--- config.mk ---
export PLATFORM = sky130hd
export DESIGN_NAME = fmcrl_match
export DESIGN_NICKNAME = d
export VERILOG_FILES = /design/src/hw/rtl/fmcrl_pkg.sv /design/src/hw/rtl/fmcrl_match.sv
export SDC_FILE = /design/constraint.sdc
export NUM_CORES = 1
export LEC_CHECK = 0
export BUFFER_PORTS_ARGS = -buffer_cell sky130_fd_sc_hd__buf_2
export CAP_MARGIN = 20
export CORE_AREA = 3 3 87 89
export DETAILED_ROUTE_END_ITERATION = 10
export DIE_AREA = 0 0 90 92
export PLACE_DENSITY = 0.69
export SLEW_MARGIN = 40
export SYNTH_ARGS = -nofsm -noshare
export SYNTH_HDL_FRONTEND = slang
export SYNTH_SLANG_ARGS = --single-unit
--- constraint.sdc ---
create_clock -name vclk -period 2.21
set_input_delay 0.221 -clock vclk [all_inputs]
set_output_delay 0.221 -clock vclk [all_outputs]
set_load 0.01 [all_outputs]
--- src/hw/rtl/fmcrl_pkg.sv ---
// ----------------------------------------------------------------------------
// fmcrl_pkg
// Shared constants and types for the first-match connection rule lookup.
// ----------------------------------------------------------------------------
package fmcrl_pkg;

   localparam int MAX_RULES  = 64;
   localparam int RULE_AW    = $clog2(MAX_RULES);
   localparam int CNT_W      = RULE_AW + 1;

   localparam int IP_W       = 32;
   localparam int PORT_W     = 16;
   localparam int PLEN_W     = 6;
   localparam int PROTO_W    = 3;
   localparam int PROF_W     = 16;
   localparam int SLOT_W     = 6;
   localparam int CNT_REG_W  = 7;
   localparam int CSR_IDX_W  = 2;
   localparam int CSR_DATA_W = 16;

   typedef enum logic [CSR_IDX_W-1:0] {
      REG_ENTRY_COUNT     = 2'd0,
      REG_DEFAULT_PROFILE = 2'd1
   } csr_reg_type;

   typedef struct packed {
      logic [PORT_W-1:0] port;
      logic              any;
      logic [PLEN_W-1:0] plen;
      logic [IP_W-1:0]   ip;
   } side_type;

   typedef struct packed {
      logic [PROF_W-1:0]  profile;
      logic [PROTO_W-1:0] proto;
      side_type           loc_side;
      side_type           rmt_side;
   } rule_type;

   typedef struct packed {
      logic [PROTO_W-1:0] proto;
      logic [IP_W-1:0]    rmt_ip;
      logic [PORT_W-1:0]  rmt_port;
      logic [IP_W-1:0]    loc_ip;
      logic [PORT_W-1:0]  loc_port;
   } key_type;

endpackage

--- src/hw/rtl/fmcrl_match.sv ---
// ----------------------------------------------------------------------------
// fmcrl_match
// Compare unit: checks one rule against the lookup key.
// ----------------------------------------------------------------------------
module fmcrl_match (
   input  fmcrl_pkg::key_type  key,
   input  fmcrl_pkg::rule_type rule,
   output logic                hit
);
   import fmcrl_pkg::*;

   function automatic logic side_hit(side_type r, logic [IP_W-1:0] ip,
                                     logic [PORT_W-1:0] port);
      logic [IP_W-1:0] mask;
      logic            port_ok;
      for (int k = 0; k < IP_W; k++) begin
         mask[IP_W-1-k] = (PLEN_W'(k) < r.plen);
      end
      port_ok = (r.port == '0) || (r.port == port);
      return port_ok && (r.any || (((ip ^ r.ip) & mask) == '0));
   endfunction

   logic proto_ok;

   assign proto_ok = (rule.proto == '0) || (key.proto == '0) || (rule.proto == key.proto);
   assign hit = proto_ok
              && side_hit(rule.rmt_side, key.rmt_ip, key.rmt_port)
              && side_hit(rule.loc_side, key.loc_ip, key.loc_port);

endmodule
==> metrics.cfg, run 1 <==
[yosys]
syn-instance-count = 272
synth_top_cell_by_area = sky130_fd_sc_hd__xor2_1
synth_top_family_by_area = XOR/XNOR gates
yosys.area_share.simple_pct = 23.6
synth-adder-area-share_pct = 0.529
synthXorXnorAreaFrac_pct = 44.0
post-synth-top-area-fraction_pct = 36.1
syn_area_um2 = 1890
yosys-mux-area-fraction_pct = 0
syn-num-nets = 500
yosysWarningCount = 0
synth_commonest_cells = sky130_fd_sc_hd__xor2_1, sky130_fd_sc_hd__o21ai_0, sky130_fd_sc_hd__nor4_1
netlist-cell-type-count = 49
synth_area_per_cell_um2 = 6.95
netlist_top_cells_area = sky130_fd_sc_hd__xor2_1, sky130_fd_sc_hd__xnor2_1, sky130_fd_sc_hd__o21ai_0
proportion_of_synthesized_chip_area_in_sequential_cells_pct = 0
synth_compound_area_share_pct = 28.6
cell_with_the_most_instances_after_synthesis = sky130_fd_sc_hd__xor2_1

[finish]
layout.filler_cells = 727
area_of_the_multi_input_gates_um2 = 1840
final_cell_area_um2 = 3240
nets = 727
diodes = 0
post_route_cells_drive_above_1_share_pct = 49.5
stdcell_count = 593
final.clkbuf_count = 0
flops_and_latches = 0
area_growth_pct = 71.3
sequential_cell_area_um2 = 0

[drt]
num_vias = 2920
routed_wirelength_um = 7850
drc = 0
wl_per_cell_um = 13.2
avgViaCountPerCell = 4.92
drt_first_pass_iters = 4
final_antenna_net_count = 0
initialDrtViolationCount = 82

[job]
timing.max_cap.violations = 0

[power]
power_switching_mw = 0.276
combPwrFrac_pct = 100.0
power_share_of_the_clock_group_pct = 0
p_sw_share_pct = 47.3
power.leakage_nw = 1.58
worst_vdd_drop_mv = 0.0851
seq_power_share_pct = 0
power_density_nw_per_um2 = 180
intPower_mw = 0.308
totalPowerFinal_mw = 0.584

[worst_setup_path]
worstSetupPathType = input port to primary output
worst_setup_path_start_kind = input port
cp.arrival_ns = 2.12
critical_path_required_ns = 1.99
critical_path.max_fanout = 6
setup.worst_path.end_class = primary output

[sta]
final.period_utilization_pct = 106
finalHoldViolCount = 0
final-setup-viol-count = 1
finalMaxSlewViolations = 0
post-route-min-period_ns = 2.34
finalSetupTns_ns = -0.130
fin_ws_ns = -0.130
max_freq_ghz = 0.427
timing_worst_slew_pin_value_ns = 0.413
rsz_0062_raised_after_global_routing = yes
slew-limit-headroom_pct = 72.1

[die]
core_region_area_um2 = 6830
dieArea_um2 = 8280
floorplan.initialDensity_pct = 27.7
dieHeight_um = 92
horizontal_extent_of_the_die_um = 90
top_level_ports = 229
placement_rows = 30

[global_routing]
grt_remaining_overflow = 0
largest_net_degree_at_the_start_of_global_routing = 12
grt_antenna_before_repair = 0
first_global_vias = 2893
wire_length_of_the_first_global_routing_pass_um = 12500
grt_util_all_layers_pct = 17.2

[place]
routabilityCongestion = 0.885
placedCellCount = 593
hpwl_um = 7090
port_buffers = 213
placed_area_um2 = 3200

[status]
status = complete, but fails checks
failing_checks = negative setup slack

[hold_path]
min-delay-path-class = input port to primary output

[clocking]
cts_hold_bufs = 0

## cell type report
| class | count | area share [%] |
|---|---|---|
| multi-input cells | 259 | 56.9 |
| well taps | 96 | 3.71 |
| inverters | 1 | 0.116 |
| repair buffers | 237 | 39.3 |
## layout by cell type (no fill, tap or decap), drive strengths merged, types with 2 or more instances in the layout
cell type	count
a2111oi	2
a211o	2
a211oi	7
a21o	2
a21oi	13
a22oi	3
a31oi	5
a41oi	3
buf	237
nand2	12
nand2b	4
nand3	4
nand4	5
nor2	13
nor2b	2
nor3	7
nor3b	2
nor4	19
o2111ai	2
o211ai	3
o21ai	26
o22ai	6
o31ai	3
or2	2
or3	2
or3b	2
xnor2	17
xor2	78
## critical path: stages
cell	delay [ns]
sky130_fd_sc_hd__buf_8	0.11
sky130_fd_sc_hd__or4_4	0.57
sky130_fd_sc_hd__nor3_4	0.12
sky130_fd_sc_hd__o21ai_1	0.09
sky130_fd_sc_hd__nor4_1	0.25
sky130_fd_sc_hd__o2111ai_1	0.17
sky130_fd_sc_hd__nor3_2	0.25
sky130_fd_sc_hd__o221a_2	0.24
sky130_fd_sc_hd__buf_6	0.10
## stage by stage
step           worst slack (ns)  hold slack (ns)  util [%]
2_1_floorplan             0.157            0.631         -
3_3_place_gp             -0.194            0.817      46.8
3_5_place_dp             -0.190            0.806      46.8
4_1_cts                 -0.0628            0.802      47.3
5_1_grt                  -0.222            0.817      47.4
6_report                 -0.130            0.797      47.4
## per-layer routing
layer,vias to the layer above,track usage (%),wire (um)
met5,-,0,0
met1,1280,19.5,2970
met2,157,33.5,4070
met3,12,3.28,705
li1,1471,-,-
met4,0,2.68,104
## power by group through the flow
stage                     registers, mW  logic (mW)  clock network [mW]
after CTS                             0       0.581                   0
after global placement                0       0.568                   0
final                                 0       0.584                   0
after detailed placement              0       0.573                   0
after global routing                  0       0.645                   0
after floorplan                       0       0.263                   0
## worst paths after layout
path              cells past startpoint     start  slack [ns]  endpoint
setup / recovery                      9  rule[34]       -0.13       hit
hold / removal                        3  rule[93]        0.80       hit
## timing repair
| item | CTS | global route |
|---|---|---|
| gates cloned | 0 | 0 |
| gates resized for setup | 10 | 2 |
| setup buffers | 0 | 0 |
| endpoints found under the setup margin | 1 | 1 |
| pin swaps | 6 | 0 |
## kinds of logic after synthesis
kind of cell    after synthesis
compound gates               84
xor+xnor                     95
fa+ha+maj                     1
buf+inv                      13
simple gates                 79
No activity file was read; power rests on OpenSTA's default activity.
==> run 2: changes to the inputs <==
--- a/config.mk
+++ b/config.mk
@@ -7,10 +7,9 @@
 export LEC_CHECK = 0
 export BUFFER_PORTS_ARGS = -buffer_cell sky130_fd_sc_hd__buf_2
 export CAP_MARGIN = 20
-export CORE_AREA = 3 3 87 89
+export CORE_AREA = 2 2 89 91
 export DETAILED_ROUTE_END_ITERATION = 10
-export DIE_AREA = 0 0 90 92
-export PLACE_DENSITY = 0.69
+export DIE_AREA = 0 0 91 93
 export SLEW_MARGIN = 40
 export SYNTH_ARGS = -nofsm -noshare
 export SYNTH_HDL_FRONTEND = slang
==> metrics.cfg, run 2 (synthesized netlist as in run 1, its figures left out) <==
[job]
timing.max_cap.violations = 0

[worst_setup_path]
worst_setup_path_start_kind = input port
setup.worst_path.end_class = primary output
slowest_cp_cell = sky130_fd_sc_hd__or4b_4
critical_path_required_ns = 1.99
critPathLaunch = rule[34]
path_cells = buf_4, or4b_4, a21oi_2, a211oi_1, nor4_1, o2111ai_1, nor3_2, o221a_2, buf_6
path_buf_inv = 2
slowest_delay_ns = 0.53
path_delay_family = simple AND/OR/NAND/NOR gates
critical_path.max_fanout = 5
cp.arrival_ns = 2.07
worstSetupPathType = input port to primary output

[finish]
mostFrequentLayoutCells = sky130_fd_sc_hd__buf_2, sky130_fd_sc_hd__xor2_1, sky130_fd_sc_hd__buf_4
final_cell_area_um2 = 3250
final_cell_utilization_of_the_core_pct = 43.2
post_route_cells_drive_above_1_share_pct = 49.9
nets = 727
layout_commonest_cell = sky130_fd_sc_hd__buf_2
sequential_cell_area_um2 = 0
final.clkbuf_count = 0
flops_and_latches = 0
area_growth_pct = 71.9

[sta]
final-setup-viol-count = 1
timing_worst_slew_pin_value_ns = 0.392
rsz_0062_raised_after_global_routing = yes
slew-limit-headroom_pct = 73.6
hold_ws_ns = 0.807
final.period_utilization_pct = 104
fin_ws_ns = -0.0774
finalMaxSlewViolations = 0
max_freq_ghz = 0.437
finalHoldViolCount = 0
post-route-min-period_ns = 2.29

[hold_path]
worstHoldPathCells = 3
hold_path_startpoint = rule[93]
hold_end = hit
min-delay-path-class = input port to primary output

[drt]
routed_wirelength_um = 7530
drc = 0
avgViaCountPerCell = 4.83
final_antenna_net_count = 0
num_vias = 2902
initialDrtViolationCount = 58
drt_first_pass_iters = 4
wl_per_cell_um = 12.5

[global_routing]
grt_util_all_layers_pct = 16.1
grt_remaining_overflow = 0
largest_net_degree_at_the_start_of_global_routing = 11
grt_antenna_before_repair = 2
first_global_vias = 2763
wire_length_of_the_first_global_routing_pass_um = 11700

[die]
placement_rows = 32
dieHeight_um = 93
dieArea_um2 = 8460
top_level_ports = 229
core_region_area_um2 = 7530
floorplan.initialDensity_pct = 25.1
horizontal_extent_of_the_die_um = 91

[clocking]
cts_hold_bufs = 0
post_cts_buffers = 0

[power]
worst_vdd_drop_mv = 0.0732
power.leakage_nw = 1.58
power_density_nw_per_um2 = 179

[place]
port_buffers = 213
routabilityCongestion = 0.912
placed_area_um2 = 3210
hpwl_um = 6830

[status]
failing_checks = negative setup slack
status = complete, but fails checks

run 2: how the worst max path moves through the flow:
stage / to / depth (start not counted)
floorplan: hit / 8
global placement: hit / 9
detailed placement: hit / 9
CTS: hit / 9
global route: hit / 9
finish: hit / 9
run 2: stage by stage:
step                      power [mW]  setup TNS (ns)  worst slack [ns]  std cells
after floorplan                0.263               0             0.157        272
after global placement         0.572          -0.147            -0.147        599
after detailed placement       0.577          -0.186            -0.186        599
after CTS                      0.585         -0.0642           -0.0642        599
after global routing           0.646          -0.156            -0.156        600
final                          0.582         -0.0774           -0.0774        601
run 2: area by class of cell:
class / count / area [um2]
tap: 102 / 128
antenna: 2 / 5.00
multi-input combinational: 259 / 1850
inverter: 1 / 3.75
timing repair buffer: 237 / 1270
fill: 807 / 4280
run 2: timing repair:
action | in CTS | in global routing
pin swaps | 6 | 1
endpoints found under the setup margin | 1 | 1
resized for setup | 11 | 2
run 2: power by group:
group | leakage [nW] | switching, mW | total, mW | internal (mW)
sequential | 0 | 0 | 0 | 0
combinational | 1.58 | 0.273 | 0.582 | 0.309
clock | 0.0000127 | 0 | 0.000000121 | 0.000000121
run 2: metal layers:
layer,up-vias,GRT usage (%),wire length (um)
met5,-,0,0
li1,1476,-,-
met2,139,30.9,3870
met3,8,2.74,652
met4,0,2.40,91
met1,1279,18.9,2920
